$ cat src/hw/rtl/bpdc_pkg.sv
// Package for the button press dimmer control block.
// Holds command and event codes, configuration and status structs, and the divide-by-255 helper.
// No dependencies.
`default_nettype none

package bpdc_pkg;

  localparam logic [7:0]  LEVEL_MAX  = 8'd255;
  localparam logic [7:0]  LEVEL_STEP = 8'd85;
  localparam logic [15:0] TIMER_MAX  = 16'hFFFF;

  localparam logic [9:0]  TICK_MS_RST     = 10'd25;
  localparam logic [15:0] DEBOUNCE_MS_RST = 16'd100;
  localparam logic [15:0] MEDIUM_MS_RST   = 16'd1000;
  localparam logic [15:0] LONG_MS_RST     = 16'd5000;
  localparam logic [9:0]  PERIOD_US_RST   = 10'd40;
  localparam logic [9:0]  BLINK_TICKS_RST = 10'd40;

  typedef enum logic [1:0] {
    CMD_TICK      = 2'd0,
    CMD_SET_LEVEL = 2'd1,
    CMD_SET_ON    = 2'd2
  } cmd_t;

  typedef enum logic [1:0] {
    EV_NONE   = 2'd0,
    EV_SHORT  = 2'd1,
    EV_MEDIUM = 2'd2,
    EV_LONG   = 2'd3
  } press_ev_t;

  typedef enum logic [2:0] {
    REG_TICK_MS     = 3'd0,
    REG_DEBOUNCE_MS = 3'd1,
    REG_MEDIUM_MS   = 3'd2,
    REG_LONG_MS     = 3'd3,
    REG_PERIOD_US   = 3'd4,
    REG_BLINK_TICKS = 3'd5
  } cfg_reg_t;

  typedef struct packed {
    logic [9:0]  tick_ms;
    logic [15:0] debounce_ms;
    logic [15:0] medium_ms;
    logic [15:0] long_ms;
    logic [9:0]  period_us;
    logic [9:0]  blink_ticks;
  } cfg_t;

  typedef struct packed {
    logic [7:0] drive;
    logic       light_on;
    logic [7:0] level;
    logic       run_led;
    logic       status_active;
    press_ev_t  press_event;
  } stat_t;

  // x / 255 for x below 2**18: estimate, then one correction step
  function automatic logic [9:0] div255(input logic [17:0] x);
    logic [18:0] sum;
    logic [10:0] q0;
    logic [19:0] rem;
    logic [10:0] q;
    begin
      sum = {1'b0, x} + {9'b0, x[17:8]} + 19'd1;
      q0  = sum[18:8];
      rem = {2'b00, x} - ({1'b0, q0, 8'b0} - {9'b0, q0});
      if (rem[19]) begin
        q = q0 - 11'd1;
      end else if (rem >= 20'd255) begin
        q = q0 + 11'd1;
      end else begin
        q = q0;
      end
      div255 = q[9:0];
    end
  endfunction

endpackage

`default_nettype wire

$ cat src/hw/rtl/bpdc_ctrl.sv
// Control state of the dimmer: debounce, press timer, press classifier, blinker, level.
// Depends on bpdc_pkg. State advances on step_en; stat shows the state after the step.
`default_nettype none

module bpdc_ctrl
  import bpdc_pkg::*;
(
  input  wire logic       clk,
  input  wire logic       rst_n,
  input  wire logic       step_en,
  input  wire logic [1:0] command,
  input  wire logic       button_raw,
  input  wire logic [7:0] value,
  input  wire cfg_t       cfg,
  output stat_t           stat
);

  logic [7:0]  level_r, level_nxt;
  logic        lamp_r, lamp_nxt;
  logic        status_r, status_nxt;
  logic        deb_r, deb_nxt;
  logic [15:0] deb_cnt_r, deb_cnt_nxt;
  logic [15:0] press_cnt_r, press_cnt_nxt;
  logic [9:0]  blink_cnt_r, blink_cnt_nxt;
  logic        blink_r, blink_nxt;
  press_ev_t   ev;

  always_comb begin
    logic [9:0]  limit;
    logic [10:0] cnt_inc;
    logic [16:0] deb_sum;
    logic [16:0] press_sum;
    logic [7:0]  quant;
    logic [7:0]  stepped;

    level_nxt     = level_r;
    lamp_nxt      = lamp_r;
    status_nxt    = status_r;
    deb_nxt       = deb_r;
    deb_cnt_nxt   = deb_cnt_r;
    press_cnt_nxt = press_cnt_r;
    blink_cnt_nxt = blink_cnt_r;
    blink_nxt     = blink_r;
    ev            = EV_NONE;

    limit     = (cfg.blink_ticks == 10'd0) ? 10'd1 : cfg.blink_ticks;
    cnt_inc   = {1'b0, blink_cnt_r} + 11'd1;
    deb_sum   = {1'b0, deb_cnt_r} + {7'b0, cfg.tick_ms};
    press_sum = {1'b0, press_cnt_r} + {7'b0, cfg.tick_ms};

    if (level_r == LEVEL_MAX) begin
      quant = LEVEL_MAX;
    end else if (level_r >= 8'(2 * LEVEL_STEP)) begin
      quant = 8'(2 * LEVEL_STEP);
    end else if (level_r >= LEVEL_STEP) begin
      quant = LEVEL_STEP;
    end else begin
      quant = 8'd0;
    end
    stepped = (quant == LEVEL_MAX) ? 8'd0 : quant + LEVEL_STEP;

    case (command)
      CMD_TICK: begin
        if (status_r) begin
          if (blink_cnt_r == 10'd0) begin
            blink_nxt = ~blink_r;
          end
          blink_cnt_nxt = (cnt_inc >= {1'b0, limit}) ? 10'd0 : cnt_inc[9:0];
        end

        if (button_raw != deb_r) begin
          deb_cnt_nxt = deb_sum[16] ? TIMER_MAX : deb_sum[15:0];
        end else begin
          deb_cnt_nxt = 16'd0;
        end

        if (deb_r) begin
          press_cnt_nxt = press_sum[16] ? TIMER_MAX : press_sum[15:0];
        end

        if (deb_cnt_nxt > cfg.debounce_ms) begin
          deb_nxt = button_raw;
          if (!button_raw) begin
            if (press_cnt_nxt > cfg.long_ms) begin
              ev = EV_LONG;
            end else if (press_cnt_nxt > cfg.medium_ms) begin
              ev         = EV_MEDIUM;
              status_nxt = ~status_r;
            end else begin
              ev        = EV_SHORT;
              level_nxt = stepped;
              lamp_nxt  = (stepped != 8'd0);
            end
            press_cnt_nxt = 16'd0;
          end
        end
      end
      CMD_SET_LEVEL: begin
        level_nxt = value;
        lamp_nxt  = (value != 8'd0);
      end
      CMD_SET_ON: begin
        lamp_nxt = (value != 8'd0) && (level_r != 8'd0);
      end
      default: begin
      end
    endcase
  end

  always_ff @(posedge clk) begin
    if (!rst_n) begin
      level_r     <= LEVEL_MAX;
      lamp_r      <= 1'b1;
      status_r    <= 1'b1;
      deb_r       <= 1'b0;
      deb_cnt_r   <= 16'd0;
      press_cnt_r <= 16'd0;
      blink_cnt_r <= 10'd0;
      blink_r     <= 1'b0;
    end else if (step_en) begin
      level_r     <= level_nxt;
      lamp_r      <= lamp_nxt;
      status_r    <= status_nxt;
      deb_r       <= deb_nxt;
      deb_cnt_r   <= deb_cnt_nxt;
      press_cnt_r <= press_cnt_nxt;
      blink_cnt_r <= blink_cnt_nxt;
      blink_r     <= blink_nxt;
    end
  end

  always_comb begin
    stat.drive         = lamp_nxt ? level_nxt : 8'd0;
    stat.light_on      = lamp_nxt;
    stat.level         = level_nxt;
    stat.run_led       = status_nxt & blink_nxt;
    stat.status_active = status_nxt;
    stat.press_event   = ev;
  end

endmodule

`default_nettype wire

$ cat src/hw/rtl/button_press_dimmer_control.sv
// Top level of the button press dimmer control block.
// Depends on bpdc_pkg and bpdc_ctrl; holds the config registers and the request pipeline.
//
// One result per request, one request per cycle sustained while out_stall is low. A request
// passes an input register, the control-state update, the pulse-width multiply and the
// divide by 255, each registered; the result is offered from the last register. Each stage
// holds while the next one is full and stalled. Configuration writes are always ready
// and are meant to be made while no request is in flight.
`default_nettype none

module button_press_dimmer_control
  import bpdc_pkg::*;
(
  input  wire logic        clk,
  input  wire logic        rst_n,

  input  wire logic        in_valid,
  output logic             in_stall,
  input  wire logic [1:0]  in_command,
  input  wire logic        in_button_raw,
  input  wire logic [7:0]  in_value,

  output logic             out_valid,
  input  wire logic        out_stall,
  output logic [9:0]       out_led_pulse,
  output logic [9:0]       out_inverted_pulse,
  output logic             out_light_on,
  output logic [7:0]       out_current_brightness,
  output logic             out_run_led,
  output logic             out_status_active,
  output logic [1:0]       out_press_event,

  input  wire logic        cfg_valid,
  output logic             cfg_ready,
  input  wire logic [2:0]  cfg_index,
  input  wire logic [15:0] cfg_data
);

  cfg_t        cfg_r;
  logic        v0_r, v1_r, v2_r, v3_r;
  logic        rdy0, rdy1, rdy2, rdy3;
  logic [1:0]  cmd_r;
  logic        raw_r;
  logic [7:0]  val_r;
  stat_t       stat_nxt;
  stat_t       s1_r, s2_r, s3_r;
  logic [17:0] led_prod_r, inv_prod_r;
  logic [9:0]  led_pulse_r, inv_pulse_r;
  logic [7:0]  inv_drive;

  assign cfg_ready = 1'b1;

  always_ff @(posedge clk) begin
    if (!rst_n) begin
      cfg_r.tick_ms     <= TICK_MS_RST;
      cfg_r.debounce_ms <= DEBOUNCE_MS_RST;
      cfg_r.medium_ms   <= MEDIUM_MS_RST;
      cfg_r.long_ms     <= LONG_MS_RST;
      cfg_r.period_us   <= PERIOD_US_RST;
      cfg_r.blink_ticks <= BLINK_TICKS_RST;
    end else if (cfg_valid && cfg_ready) begin
      case (cfg_index)
        REG_TICK_MS:     cfg_r.tick_ms     <= cfg_data[9:0];
        REG_DEBOUNCE_MS: cfg_r.debounce_ms <= cfg_data;
        REG_MEDIUM_MS:   cfg_r.medium_ms   <= cfg_data;
        REG_LONG_MS:     cfg_r.long_ms     <= cfg_data;
        REG_PERIOD_US:   cfg_r.period_us   <= cfg_data[9:0];
        REG_BLINK_TICKS: cfg_r.blink_ticks <= cfg_data[9:0];
        default: begin
        end
      endcase
    end
  end

  assign rdy3     = !v3_r || !out_stall;
  assign rdy2     = !v2_r || rdy3;
  assign rdy1     = !v1_r || rdy2;
  assign rdy0     = !v0_r || rdy1;
  assign in_stall = !rdy0;

  always_ff @(posedge clk) begin
    if (!rst_n) begin
      v0_r <= 1'b0;
      v1_r <= 1'b0;
      v2_r <= 1'b0;
      v3_r <= 1'b0;
    end else begin
      if (rdy0) v0_r <= in_valid;
      if (rdy1) v1_r <= v0_r;
      if (rdy2) v2_r <= v1_r;
      if (rdy3) v3_r <= v2_r;
    end
  end

  always_ff @(posedge clk) begin
    if (rdy0 && in_valid) begin
      cmd_r <= in_command;
      raw_r <= in_button_raw;
      val_r <= in_value;
    end
  end

  bpdc_ctrl u_ctrl (
    .clk        (clk),
    .rst_n      (rst_n),
    .step_en    (v0_r && rdy1),
    .command    (cmd_r),
    .button_raw (raw_r),
    .value      (val_r),
    .cfg        (cfg_r),
    .stat       (stat_nxt)
  );

  assign inv_drive = LEVEL_MAX - s1_r.drive;

  always_ff @(posedge clk) begin
    if (v0_r && rdy1) begin
      s1_r <= stat_nxt;
    end
    if (v1_r && rdy2) begin
      s2_r       <= s1_r;
      led_prod_r <= {10'b0, s1_r.drive} * {8'b0, cfg_r.period_us};
      inv_prod_r <= {10'b0, inv_drive} * {8'b0, cfg_r.period_us};
    end
    if (v2_r && rdy3) begin
      s3_r        <= s2_r;
      led_pulse_r <= div255(led_prod_r);
      inv_pulse_r <= div255(inv_prod_r);
    end
  end

  assign out_valid              = v3_r;
  assign out_led_pulse          = led_pulse_r;
  assign out_inverted_pulse     = inv_pulse_r;
  assign out_light_on           = s3_r.light_on;
  assign out_current_brightness = s3_r.level;
  assign out_run_led            = s3_r.run_led;
  assign out_status_active      = s3_r.status_active;
  assign out_press_event        = 2'(s3_r.press_event);

endmodule

`default_nettype wire

$ cat config.mk
export PLATFORM = sky130hd
export DESIGN_NAME = button_press_dimmer_control
export DESIGN_NICKNAME = d
export VERILOG_FILES = /design/src/hw/rtl/bpdc_pkg.sv /design/src/hw/rtl/bpdc_ctrl.sv /design/src/hw/rtl/button_press_dimmer_control.sv
export SDC_FILE = /design/constraint.sdc
export NUM_CORES = 1
export LEC_CHECK = 0
export BUFFER_PORTS_ARGS = -buffer_cell sky130_fd_sc_hd__buf_4
export CORE_MARGIN = 2
export CORE_UTILIZATION = 49
export DETAILED_ROUTE_END_ITERATION = 8
export GPL_ROUTABILITY_DRIVEN = 0
export HOLD_SLACK_MARGIN = 0.06
export PLACE_DENSITY_LB_ADDON = 0.08
export SLEW_MARGIN = 25
export SYNTH_ARGS = -nofsm -noshare
export SYNTH_HDL_FRONTEND = slang
export SYNTH_SLANG_ARGS = --single-unit
$ cat constraint.sdc
create_clock -name clk -period 6.9 [get_ports clk]
set_input_delay 1.38 -clock clk [delete_from_list [all_inputs] [get_ports clk]]
set_output_delay 1.38 -clock clk [all_outputs]
set_load 0.005 [all_outputs]
==> summary.md <==
| Metric | Value |
|---|---|
| Run status | `finished, final reports clean` |
| Clk_lat worst skew | `between 0.5 and 0.6 ns` |
| TritonCTS clock tree | `yes` |
| Crit Reg-Reg Endpoint | `out_inverted_pulse[6]$_DFFE_PP_` |
| Filler cell count | `~3,900` |
| CP Class | `register to register` |
| Net count, final | `around 2,800` |
| Port Buf Inserts | `between 60 and 70` |
| Pins Over Slew Limit | `0` |
| Final setup vio count | `0` |
| Vias | `approximately 16,000` |
| HPWL after DPL | `between 30,000 and 40,000 µm` |
| Syn nets | `2,711` |
| Num rows | `75` |
| Fin. Hold Viols | `0` |
| YS warnings | `0` |
| Routed Antenna Nets | `0` |
| Worst vdd rail ir drop | `between 0.00015 and 0.0002 V` |
| Post-Syn Area per Cell | `~9.0 µm²` |
| Worst-path clk slew | `about 0.060 ns` |
| Area grow syn2layout | `10.0%` |
| Commonest non-fill, non-tap cell in the layout | `nand2_1` |
| # diodes | `0` |
| Pwr Density | `between 200 and 250 nW/µm²` |
| Die span in y | `roughly 210 µm` |
| Tmin final | `between 6 and 7 ns` |
| 1st-iter DRT viols | `935` |
| Drt wl/cell | `16.9 µm` |
| Reg area | `6150 µm²` |
| Flops & latches, synth | `250` |
| Multi-input gate area | `roughly 14,000 µm²` |
| Min-Delay Startpoint | `s1_r[10]$_DFFE_PP_` |
| Hold path endpoint | `s2_r[10]$_DFFE_PP_` |
| Worst R2R Start | `inv_prod_r[13]$_DFFE_PP_` |
| Largest area contributor in the netlist | `edfxtp_1` |
| Fin crit share | `between 90% and 100%` |
| Initial antenna violation count | `0` |
| Final wirelength | `~50,000 µm` |
| CP endpoint kind | `register` |
| Synth Cell Area | `roughly 21,000 µm²` |
| GRT Total Usage | `between 20 and 25%` |
| Post-CTS setup repair buffer count | `0` |
| Max frequency | `~160 MHz` |
| First-pass GRT wire length | `~82,000 µm` |
| Mapped Cells | `2,327` |
| Worst EP arrival | `between 6 and 7 ns` |
| DIE WIDTH | `about 210 µm` |
| Clock Tree Buf Depth | `3` |
| Die area | `44,400 µm²` |
| Pre-antenna DRT Iters | `5` |
| Clock root buffer master | `clkbuf_16` |
| # DRC | `0` |
| Top Ports | `71` |
| Total clock buffers created by CTS | `29` |
| H-tree depth | `1` |
| P_leak | `0.0103 µW` |
| Post-synth EDFFs | `~110` |
| Worst reg2reg path depth | `20` |
| Clock Skew | `~0.012 ns` |
| Synth top area share | `16.3%` |
| Asr flop ratio synth | `0%` |
| Synth top area cells | `edfxtp_1, ha_1, dfxtp_1` |
| Post-synthesis sequential area ratio | `between 20% and 30%` |
| Worst-margin pin slew | `roughly 1 ns` |
| Slew Limit Headroom | `a little under a third` |
| Crit-path max FO | `10` |
| Most frequent cells in the layout | `nand2_1, inv_1, ha_1, dfxtp_1, edfxtp_1` |
| Setup WS post-layout | `around 0.50 ns` |
| Startpoint types | `register` |
| Hold Path Stages | `0` |
| Largest net degree at the start of global routing | `between 50 and 60` |
| Core Area | `around 42,000 µm²` |
| Worst R2R Setup Slack | `between 0.5 and 0.6 ns` |
| Avg Vias per Cell | `~5.6` |
| Top_reg_cell synth | `dfxtp_1` |
| Worst hold path type | `register to register` |
| Number of global-route vias before repair | `around 16,000` |
| Initial Util | `between 40% and 50%` |
| Synth cell types | `82` |
| Fraction of layout cells with a size suffix above 1 | `7.30%` |
| Total negative setup slack | `0 ns` |
| CP required | `between 7 and 8 ns` |
| # clock sinks | `250` |
| Worst slack, placed | `between 0.5 and 0.6 ns` |
| Grt ovf | `0` |
| Max-Cap Viols | `0` |
timing repair:
action,CTS,global route
endpoints found under the setup margin,0,4
gates resized for setup,0,1
hold buffers,0,0
critical path, cell delays in order, from the launching register on:
cell and delay [ns]:
edfxtp_1 0.47, ha_1 0.33, a2111oi_0 0.49, a21oi_2 0.19, a41o_1 0.32, and3_1 0.22, and3_1 0.21, and2_1 0.16
ha_1 0.44, fa_1 0.47, ha_1 0.38, a21oi_1 0.23, nand3_1 0.18, and3b_1 0.22, nor3_1 0.31, a21oi_1 0.11
or4_1 0.50, nor3_1 0.20, nand4_2 0.31, a31oi_1 0.30, xnor2_1 0.08
Yosys cell counts, drive strengths merged (9+ instances only):
| master | number |
|---|---|
| a21o | 46 |
| ha | 247 |
| or2 | 11 |
| nand2 | 280 |
| xnor2 | 79 |
| nor2b | 78 |
| and2 | 59 |
| nor4 | 18 |
| nand4 | 18 |
| nor3 | 44 |
| o21ai | 76 |
| and3 | 31 |
| a21oi | 89 |
| inv | 269 |
| nor2 | 96 |
| o211ai | 27 |
| clkbuf | 71 |
| fa | 102 |
| o22a | 13 |
| xor2 | 22 |
| a31oi | 9 |
| mux2i | 10 |
| a21boi | 65 |
| o21a | 33 |
| edfxtp | 114 |
| nor3b | 10 |
| o21bai | 9 |
| a22o | 16 |
| dfxtp | 136 |
| nand3 | 50 |
| nand2b | 62 |
per-stage QoR:
| stage | util, % | power, µW | instance area [µm²] | cells | hold slack [ns] |
|---|---|---|---|---|---|
| 2_1_floorplan | - | 2750 | 20900 | 2327 | 0.400 |
| 3_3_place_gp | 52.4 | 3060 | 22000 | 2881 | 0.405 |
| 3_5_place_dp | 52.5 | 3080 | 22100 | 2882 | 0.405 |
| 4_1_cts | 54.8 | 4670 | 23000 | 2935 | 0.419 |
| 5_1_grt | 54.8 | 4910 | 23000 | 2935 | 0.423 |
| 6_report | 54.8 | 4630 | 23000 | 2935 | 0.419 |
cell type report:
type / instances / area share (%)
sequential: 250 / 26.7
inverter: 269 / 4.38
clock buffer: 40 / 3.51
clock inverter: 13 / 0.690
multi-input combinational: 1733 / 58.8
tap: 539 / 2.93
timing repair buffer: 91 / 3.05
worst max path at each step:
stage,from,to,slack [ns],depth (start not counted)
floorplan,inv_prod_r[10]$_DFFE_PP_,out_inverted_pulse[6]$_DFFE_PP_,1.20,22
global placement,inv_prod_r[10]$_DFFE_PP_,out_inverted_pulse[6]$_DFFE_PP_,0.72,22
detailed placement,inv_prod_r[10]$_DFFE_PP_,out_inverted_pulse[8]$_DFFE_PP_,0.55,22
CTS,inv_prod_r[10]$_DFFE_PP_,out_inverted_pulse[8]$_DFFE_PP_,0.53,22
global route,inv_prod_r[13]$_DFFE_PP_,out_inverted_pulse[8]$_DFFE_PP_,-0.06,20
finish,inv_prod_r[13]$_DFFE_PP_,out_inverted_pulse[6]$_DFFE_PP_,0.50,20
sequential cells by signal, indices dropped and copies added (netlist names), 2 cells and up:
register                cells
u_ctrl.deb_cnt_r           16
u_ctrl.blink_cnt_r         10
out_press_event             2
out_current_brightness      8
inv_prod_r                 18
val_r                       8
u_ctrl.level_r              8
out_inverted_pulse         10
out_led_pulse              10
cmd_r                       2
cfg_r                      78
u_ctrl.press_cnt_r         16
s2_r                       13
led_prod_r                 18
s1_r                       21
layer usage:
metal | routed length (µm) | GRT usage (%) | vias up
li1 | - | - | 8141
met1 | 22200 | 29.4 | 7863
met2 | 24300 | 40.0 | 322
met3 | 1650 | 2.41 | 97
met4 | 1360 | 6.34 | 0
met5 | 0 | 0 | -
kinds of logic (layout without fill, tap and decap cells):
| family | count (synthesis) | after routing | synth area share [%] |
|---|---|---|---|
| other | 1 | 1 | 0.0179 |
| muxes | 13 | 13 | 0.639 |
| adders and majority gates | 349 | 349 | 24.5 |
| and+or+nand+nor | 790 | 790 | 19.0 |
| xor gates and xnor gates | 101 | 101 | 4.22 |
| AOI/OAI and AO/OA | 479 | 479 | 16.0 |
| DFF | 250 | 250 | 29.3 |
| buffers and inverters | 344 | 413 | 6.19 |
power breakdown:
part / internal [µW] / total [µW] / switching (µW)
logic: 587 / 1370 / 786
registers: 1630 / 1680 / 56.0
clock network: 932 / 1570 / 639
total: 3150 / 4630 / 1480
Power figures use the tool's default switching activity.
